[src/rtl/fltpw_pkg.sv]
`timescale 1ns / 1ps
`default_nettype none
// ----------------------------------------------------------------------------
// fltpw_pkg
// Shared types and constants for the four-level page table walker.
// ----------------------------------------------------------------------------
package fltpw_pkg;

  localparam int EntryBits = 64;
  localparam int IndexBits = 9;

  // command codes
  localparam logic [1:0] CMD_MAP4K = 2'd0;
  localparam logic [1:0] CMD_UNMAP = 2'd1;
  localparam logic [1:0] CMD_XLATE = 2'd2;
  localparam logic [1:0] CMD_MAP2M = 2'd3;

  // status codes
  localparam logic [1:0] ST_OK       = 2'd0;
  localparam logic [1:0] ST_UNMAPPED = 2'd1;
  localparam logic [1:0] ST_NOFRAME  = 2'd2;
  localparam logic [1:0] ST_HUGE     = 2'd3;

  // entry bits
  localparam int BitPresent = 0;
  localparam int BitHuge    = 7;
  localparam int BitGlobal  = 8;
  localparam logic [63:0] LinkFlags = 64'h7;
  localparam logic [63:0] FrameMask = 64'h000F_FFFF_FFFF_F000;
  localparam logic [63:0] HugeMask  = 64'h000F_FFFF_FFE0_0000;
  localparam logic [63:0] OffsMask  = 64'hFFF;

  // datapath operations
  localparam logic [3:0] OP_NONE    = 4'd0;
  localparam logic [3:0] OP_LOAD    = 4'd1;  // latch command
  localparam logic [3:0] OP_READ    = 4'd2;  // issue entry read at level
  localparam logic [3:0] OP_CLEAR   = 4'd3;  // write zero at clear counter
  localparam logic [3:0] OP_LINK    = 4'd4;  // write link entry, take new table
  localparam logic [3:0] OP_FOLLOW  = 4'd5;  // follow read entry down
  localparam logic [3:0] OP_LEAF    = 4'd6;  // write leaf / huge entry / zero
  localparam logic [3:0] OP_RESULT  = 4'd7;  // capture result
  localparam logic [3:0] OP_ZERO    = 4'd8;  // write zero in root at clear counter

  typedef struct packed {
    logic [3:0] op;
    logic [1:0] level;   // 0 root (47:39) .. 3 leaf (20:12)
    logic [1:0] status;
  } cmd_t;

  typedef struct packed {
    logic [1:0] cmd;
    logic       present;   // read entry present
    logic       huge;      // read entry huge
    logic       global_e;  // read entry global
    logic       can_alloc; // a table frame is free
    logic       clr_last;  // clear sweep at last entry
  } stat_t;

endpackage : fltpw_pkg
`default_nettype wire

[src/rtl/fltpw_ctrl.sv]
`timescale 1ns / 1ps
`default_nettype none
// ----------------------------------------------------------------------------
// fltpw_ctrl
// Walk sequencer: reads, table allocation with clear, leaf update, result.
// ----------------------------------------------------------------------------
module fltpw_ctrl
  import fltpw_pkg::*;
(
  input  wire logic  clk,
  input  wire logic  rst,
  input  wire logic  in_valid,
  output      logic  in_ready,
  output      logic  out_valid,
  input  wire logic  out_ready,
  input  wire stat_t sts,
  output      cmd_t  ctl
);

  localparam logic [3:0] S_IDLE   = 4'd0;
  localparam logic [3:0] S_READ   = 4'd1;
  localparam logic [3:0] S_WAIT   = 4'd2;
  localparam logic [3:0] S_CHECK  = 4'd3;
  localparam logic [3:0] S_CLEAR  = 4'd4;
  localparam logic [3:0] S_LINK   = 4'd5;
  localparam logic [3:0] S_LEAF   = 4'd6;
  localparam logic [3:0] S_RES    = 4'd7;
  localparam logic [3:0] S_RESW   = 4'd8;
  localparam logic [3:0] S_OUT    = 4'd9;
  localparam logic [3:0] S_HOLD   = 4'd10;
  localparam logic [3:0] S_INIT   = 4'd11;

  logic [3:0] state, state_next;
  logic [1:0] level, level_next;
  logic [1:0] status, status_next;
  logic       wrote_link, wrote_link_next;

  assign in_ready = state == S_IDLE;

  // sequencer
  always_comb begin
    state_next      = state;
    level_next      = level;
    status_next     = status;
    wrote_link_next = wrote_link;
    ctl             = '{op: OP_NONE, level: level, status: status};
    case (state)
      S_INIT: begin
        // root table sweep after reset
        ctl.op = OP_ZERO;
        if (sts.clr_last) begin
          state_next = S_IDLE;
        end
      end
      S_IDLE: begin
        if (in_valid) begin
          ctl.op      = OP_LOAD;
          level_next  = 2'd0;
          status_next = ST_OK;
          state_next  = S_READ;
        end
      end
      S_READ: begin
        ctl.op          = OP_READ;
        wrote_link_next = 1'b0;
        state_next      = S_WAIT;
      end
      S_WAIT: state_next = S_CHECK;
      S_CHECK: begin
        if (level == 2'd3 || (sts.cmd == CMD_MAP2M && level == 2'd2)) begin
          // leaf slot reached
          if (sts.cmd == CMD_MAP4K || sts.cmd == CMD_MAP2M) begin
            state_next = S_LEAF;
          end else if (!sts.present) begin
            status_next = ST_UNMAPPED;
            state_next  = S_RES;
          end else if (sts.cmd == CMD_UNMAP) begin
            state_next = S_LEAF;
          end else begin
            state_next = S_RES;
          end
        end else if (!sts.present) begin
          if (sts.cmd == CMD_UNMAP || sts.cmd == CMD_XLATE) begin
            status_next = ST_UNMAPPED;
            state_next  = S_RES;
          end else if (!sts.can_alloc) begin
            status_next = ST_NOFRAME;
            state_next  = S_RES;
          end else begin
            state_next = S_CLEAR;
          end
        end else if (!wrote_link && sts.huge && level != 2'd0
                     && sts.cmd != CMD_MAP2M) begin
          status_next = ST_HUGE;
          state_next  = S_RES;
        end else begin
          ctl.op     = OP_FOLLOW;
          level_next = level + 2'd1;
          state_next = S_READ;
        end
      end
      S_CLEAR: begin
        ctl.op = OP_CLEAR;
        if (sts.clr_last) begin
          state_next = S_LINK;
        end
      end
      S_LINK: begin
        // link written; new table is all zero so the next level is absent
        ctl.op          = OP_LINK;
        level_next      = level + 2'd1;
        state_next      = S_READ;
      end
      S_LEAF: begin
        ctl.op     = OP_LEAF;
        state_next = S_RES;
      end
      S_RES: begin
        ctl.op     = OP_READ;
        state_next = S_RESW;
      end
      S_RESW: state_next = S_OUT;
      S_OUT: begin
        ctl.op     = OP_RESULT;
        state_next = S_HOLD;
      end
      S_HOLD: begin
        if (out_ready) begin
          state_next = S_IDLE;
        end
      end
      default: state_next = S_IDLE;
    endcase
  end

  assign out_valid = state == S_HOLD;

  always_ff @(posedge clk) begin
    if (rst) begin
      state      <= S_INIT;
      level      <= 2'd0;
      status     <= ST_OK;
      wrote_link <= 1'b0;
    end else begin
      state      <= state_next;
      level      <= level_next;
      status     <= status_next;
      wrote_link <= wrote_link_next;
    end
  end

`ifndef ASSERT_OFF
  // input taken only when idle
  assert property (@(posedge clk) disable iff (rst) in_valid && in_ready |=> state == S_READ)
    else $error("accept did not start walk");
  // result held until taken
  assert property (@(posedge clk) disable iff (rst) out_valid && !out_ready |=> out_valid)
    else $error("result dropped");
  // never both sides at once
  assert property (@(posedge clk) disable iff (rst) !(in_ready && out_valid))
    else $error("ready while result pending");
`endif

endmodule : fltpw_ctrl
`default_nettype wire

[config.mk]
export PLATFORM = sky130hd
export DESIGN_NAME = fltpw_ctrl
export DESIGN_NICKNAME = d
export VERILOG_FILES = /design/src/rtl/fltpw_pkg.sv /design/src/rtl/fltpw_ctrl.sv
export SDC_FILE = /design/constraint.sdc
export NUM_CORES = 1
export LEC_CHECK = 0
export ABC_CLOCK_PERIOD_IN_PS = 2300
export BUFFER_PORTS_ARGS = -buffer_cell sky130_fd_sc_hd__buf_2
export CAP_MARGIN = 20
export CORE_MARGIN = 3
export CORE_UTILIZATION = 51
export DETAILED_ROUTE_END_ITERATION = 6
export GPL_ROUTABILITY_DRIVEN = 0
export PLACE_DENSITY_LB_ADDON = 0.12
export SYNTH_ARGS = -nofsm -noshare
export SYNTH_HDL_FRONTEND = slang
export SYNTH_SLANG_ARGS = --single-unit
[constraint.sdc]
create_clock -name clk -period 2.3 [get_ports clk]
set_input_delay 0.23 -clock clk [delete_from_list [all_inputs] [get_ports clk]]
set_output_delay 0.23 -clock clk [all_outputs]
set_load 0.01 [all_outputs]
Word level (Yosys, flattened, before mapping)
Index checks and enable logic that the tools add are counted.
{"block": "totals", "word_cells": 78, "romBits": 0, "latchBits": 0, "output_inout_bits": 10, "inputBits": 11, "ram_bits": 0, "reg_bits": 8, "n_memories": 0}
{"block": "classes", "n_addsub": 1, "n_lt_le_gt_ge": 0, "n_bitwise": 0, "muxes": 31, "n_div": 0, "eq_ne": 28, "multipliers": 0, "n_reduce_logical": 15, "shifts": 0}
{"cell": "$pmux 4 s12", "count": 1}
{"cell": "$pmux 4 s8", "count": 1}
{"cell": "$mux 2", "count": 13}
{"cell": "$mux 4", "count": 6}
{"cell": "$eq 4x3->1 const B", "count": 4}
{"cell": "$eq 4x4->1 const B", "count": 4}
{"cell": "$ne 2x2->1 const B", "count": 7}
{"cell": "$mux 3", "count": 4}
{"cell": "$ne 3x3->1 const B", "count": 3}
{"cell": "$eq 2x2->1 const B", "count": 4}
{"cell": "$eq 4x2->1 const B", "count": 2}
{"cell": "$pmux 2 s3", "count": 1}
{"cell": "$reduce_and 6->1", "count": 1}
{"cell": "$ne 5x5->1 const B", "count": 1}
{"cell": "$reduce_and 5->1", "count": 1}
{"cell": "$eq 4x1->1 const B", "count": 1}
{"cell": "$logic_not 4->1", "count": 1}
{"cell": "$mux 1", "count": 4}
{"cell": "$pmux 2 s2", "count": 1}
{"cell": "$reduce_and 4->1", "count": 1}
{"cell": "$reduce_bool 2->1", "count": 2}
{"cell": "$logic_and 1x1->1", "count": 3}
{"cell": "$logic_or 1x1->1", "count": 3}
{"cell": "$reduce_bool 3->1", "count": 1}
{"cell": "5 further kinds", "count": 5}

Longest topological paths before layout
{"block": "logic_depth", "word_depth": 7, "depth_mapped": 6, "ltp_nobuf": 6}

Worst setup path before layout
OpenSTA, ideal clock, no wires.
{"block": "synth_timing", "kind": "register to output", "from": "reg level[0]", "to": "out ctl[4] (netlist name)", "required_ps": 2070, "stages_incl_launch_ff": 7, "t_arrival_ps": 1613, "n_path_buf": 0, "setup_slack_ps": 457, "cell_sequence": "dfxtp_1 inv_1 ha_1 or3b_2 and3_1 a21boi_0 o21ai_0"}
{"element": "start, declared", "line": "fltpw_ctrl.sv:34", "source": "logic [1:0] level, level_next;"}
{"element": "start signal, assigned", "line": "fltpw_ctrl.sv:146", "source": "level <= level_next;"}
{"element": "end, declared", "line": "fltpw_ctrl.sv:17", "source": "output cmd_t ctl"}

==> results.sh <==
export IMPL_synth_top_area_share_pct=20.2
export IMPL_grtUsageTotal_pct=19.9
export IMPL_setup_viol=0
export IMPL_initial_core_util_pct=57.5
export IMPL_dr_first_iter_drc_count=26
export IMPL_num_vias=823
export IMPL_cts_buffers=3
export IMPL_crit_fanout=4
export IMPL_clockRootBuffer="clkbuf_4"
export IMPL_wl_met3_um=111
export IMPL_layout_min_cycle_time_ps=2160
export IMPL_synth_net_count=121
export IMPL_cts_sinks=8
export IMPL_fp_row_count=13
export IMPL_viasPerCell=6.05
export IMPL_yosys_top_cells_area="dfxtp_1 20%, ha_1 7.9%, nand2_1 6.1%, nand2b_1 4.7%, o21ai_0 4.4%"
export IMPL_finalClockSkew_ps=1.61
export IMPL_p_total_mw=0.757
export IMPL_first_pass_iters=4
export IMPL_synth_top_area_cell="dfxtp_1"
export IMPL_met1_length_um=899
export IMPL_routedWlPerCell_um=13.2
export IMPL_fmax_mhz=462
export IMPL_utilization_pct=63.8
export IMPL_rsz0062_at_grt="false"
export IMPL_grt_antenna_before_repair=0
export IMPL_grt_start_max_net_pins=20
export IMPL_outcome="finished clean"
export IMPL_final_layout_size_suffix_gt1_share_pct=25.6
export IMPL_postCtsSetupBuffers=0
export IMPL_n_antenna_cell=0
export IMPL_path_clk_slew_ps=50
export IMPL_setup_tns_ps=0
export IMPL_drtAntennaViolNets=0
export IMPL_maxSlewHeadroom_pct=62.3
export IMPL_arrival_ps=1930
export IMPL_endpoint_kind="primary output"
export IMPL_worst_slew_pin_slew_ps=564
export IMPL_synth_main_ff_cell="dfxtp_1"
export IMPL_drv_slew=0
export IMPL_yosysUniqueCellTypes=41
export IMPL_clock_latency_ps=250
export IMPL_powerDensity_mw_per_mm2=858
export IMPL_die_x_um=45.5
export IMPL_yosys_warnings=0
export IMPL_clock_path_buffers=2
export IMPL_finalWirelength_um=1800
export IMPL_maxCapViolations=0
export IMPL_numPortBuffers=19
export IMPL_fin_nets=139
export IMPL_leakage_nw=0.374
export IMPL_wl_met2_um=755
export IMPL_cts_tree="done"
export IMPL_grt_pass1_wl_um=3040
export IMPL_crit_type="reg -> out"
export IMPL_overflow=0
export IMPL_hpwl_um=1350
export IMPL_fin_crit_sh_pct=94.0
export IMPL_grt_pass1_vias=692
export IMPL_syn_area_um2=795
export IMPL_htreeDepth=1
export IMPL_top_layer="met4"
export IMPL_start_kind="flip-flop"
export IMPL_async_flop_share_pct=0
export IMPL_dieArea_mm2=0.00207
export IMPL_syn_to_final_growth_pct=11.0
export IMPL_crit_required_ps=2070
export IMPL_hold_violations=0
export IMPL_synth_cells=105
export IMPL_seq_area_frac_synth_pct=20.2
export IMPL_core_mm2=0.00138
export IMPL_avgSynthCellArea_um2=7.57
export IMPL_num_io_pins=21
export IMPL_synth_edff_count=0
export IMPL_drcViolationCount=0
export IMPL_ir_worst_vdd_mv=0.488
export IMPL_holdCritPathClass="in -> reg"
export IMPL_synth_seq_cells=8
export IMPL_die_height_um=45.5
## layer usage
layer  vias up  GRT usage [%]
met5         -              0
met4         0           11.1
met3         5           3.95
met2        30           27.6
met1       368           28.2
li1        420              -
## flip-flops by register name, summed over array words and instances, names as in the netlist
| register | count |
|---|---|
| status | 2 |
| state | 4 |
| level | 2 |
## cells in the mapped netlist, drive strengths merged (2+ instances only)
master	count
a211o	2
ha	5
a22oi	2
a21oi	5
or3b	2
a221o	2
nor2	6
o22ai	2
clkbuf	3
o21ai	7
buf	3
nor2b	3
dfxtp	8
inv	6
nor3	5
a31oi	2
mux2i	2
nand2	13
nand2b	6
nand3	3
## final timing paths
check                         start                     end  slack [ps]  cells after the start
min reg2reg  status[1]$_SDFFE_PP0P_  status[1]$_SDFFE_PP0P_         500                      2
min                             rst  status[1]$_SDFFE_PP0P_         250                      2
max reg2reg   level[0]$_SDFFE_PP0P_  status[1]$_SDFFE_PP0P_         470                      6
max           level[0]$_SDFFE_PP0P_                  ctl[6]         140                      7
## cells by family after synthesis
kind of cell               after synthesis  synth area share, %
and+or+nand+nor                         46                 32.1
adders and majority gates                5                 7.87
buffers and inverters                   12                 9.29
DFF                                      8                 20.2
xor gates and xnor gates                 2                 2.21
muxes                                    2                 2.52
AOI/OAI and AO/OA                       30                 25.8
## cell type report
cell class                      instances  area (µm²)
Multi-Input combinational cell         85         561
Inverter                                6        22.5
Timing Repair Buffer                   19        95.1
Tap cell                               15        18.8
Clock buffer                            3        22.5
Fill cell                             119         500
Sequential cell                         8         163
## what timing repair did
| action | CTS | global route |
|---|---|---|
| setup endpoints to repair | 0 | 2 |
| hold buffers | 0 | 0 |
| resized for setup | 0 | 3 |
## critical path: stages (launching register included)
cell and delay (ps):
dfxtp_2 350, inv_1 70, ha_1 220, or3b_2 480
nand3_1 170, o31a_1 150, o22ai_1 70, buf_2 160
## layout by cell type (no fill, tap or decap), drive strengths merged, types with 2 or more instances in the layout
cell / netlist / final
a211o: 2 / 2
o21ai: 7 / 7
a21oi: 5 / 5
nor3: 5 / 5
or3b: 2 / 2
buf: 3 / 19
clkbuf: 3 / 3
a31oi: 2 / 2
nand3: 3 / 3
dfxtp: 8 / 8
a22oi: 2 / 2
ha: 5 / 5
mux2i: 2 / 2
nor2: 6 / 6
o22ai: 2 / 2
nor2b: 3 / 3
nand2: 13 / 13
nand2b: 6 / 6
a221o: 2 / 2
inv: 6 / 6
## where the power goes
part	switching, mW	total [mW]	internal [mW]
registers	0.112	0.282	0.170
clock network	0.0462	0.106	0.0596
logic	0.190	0.369	0.180
total	0.347	0.757	0.410
## per-stage QoR
step / area [µm²] / setup WS (ps) / instances / hold WS (ps)
6_report: 882 / 138 / 136 / 253
5_1_grt: 882 / 1.88 / 136 / 268
4_1_cts: 880 / 72.2 / 136 / 247
3_5_place_dp: 857 / 351 / 133 / 493
3_3_place_gp: 857 / 381 / 133 / 485
2_1_floorplan: 795 / 457 / 105 / 395
Note: power is estimated with default switching activity, not from simulation.
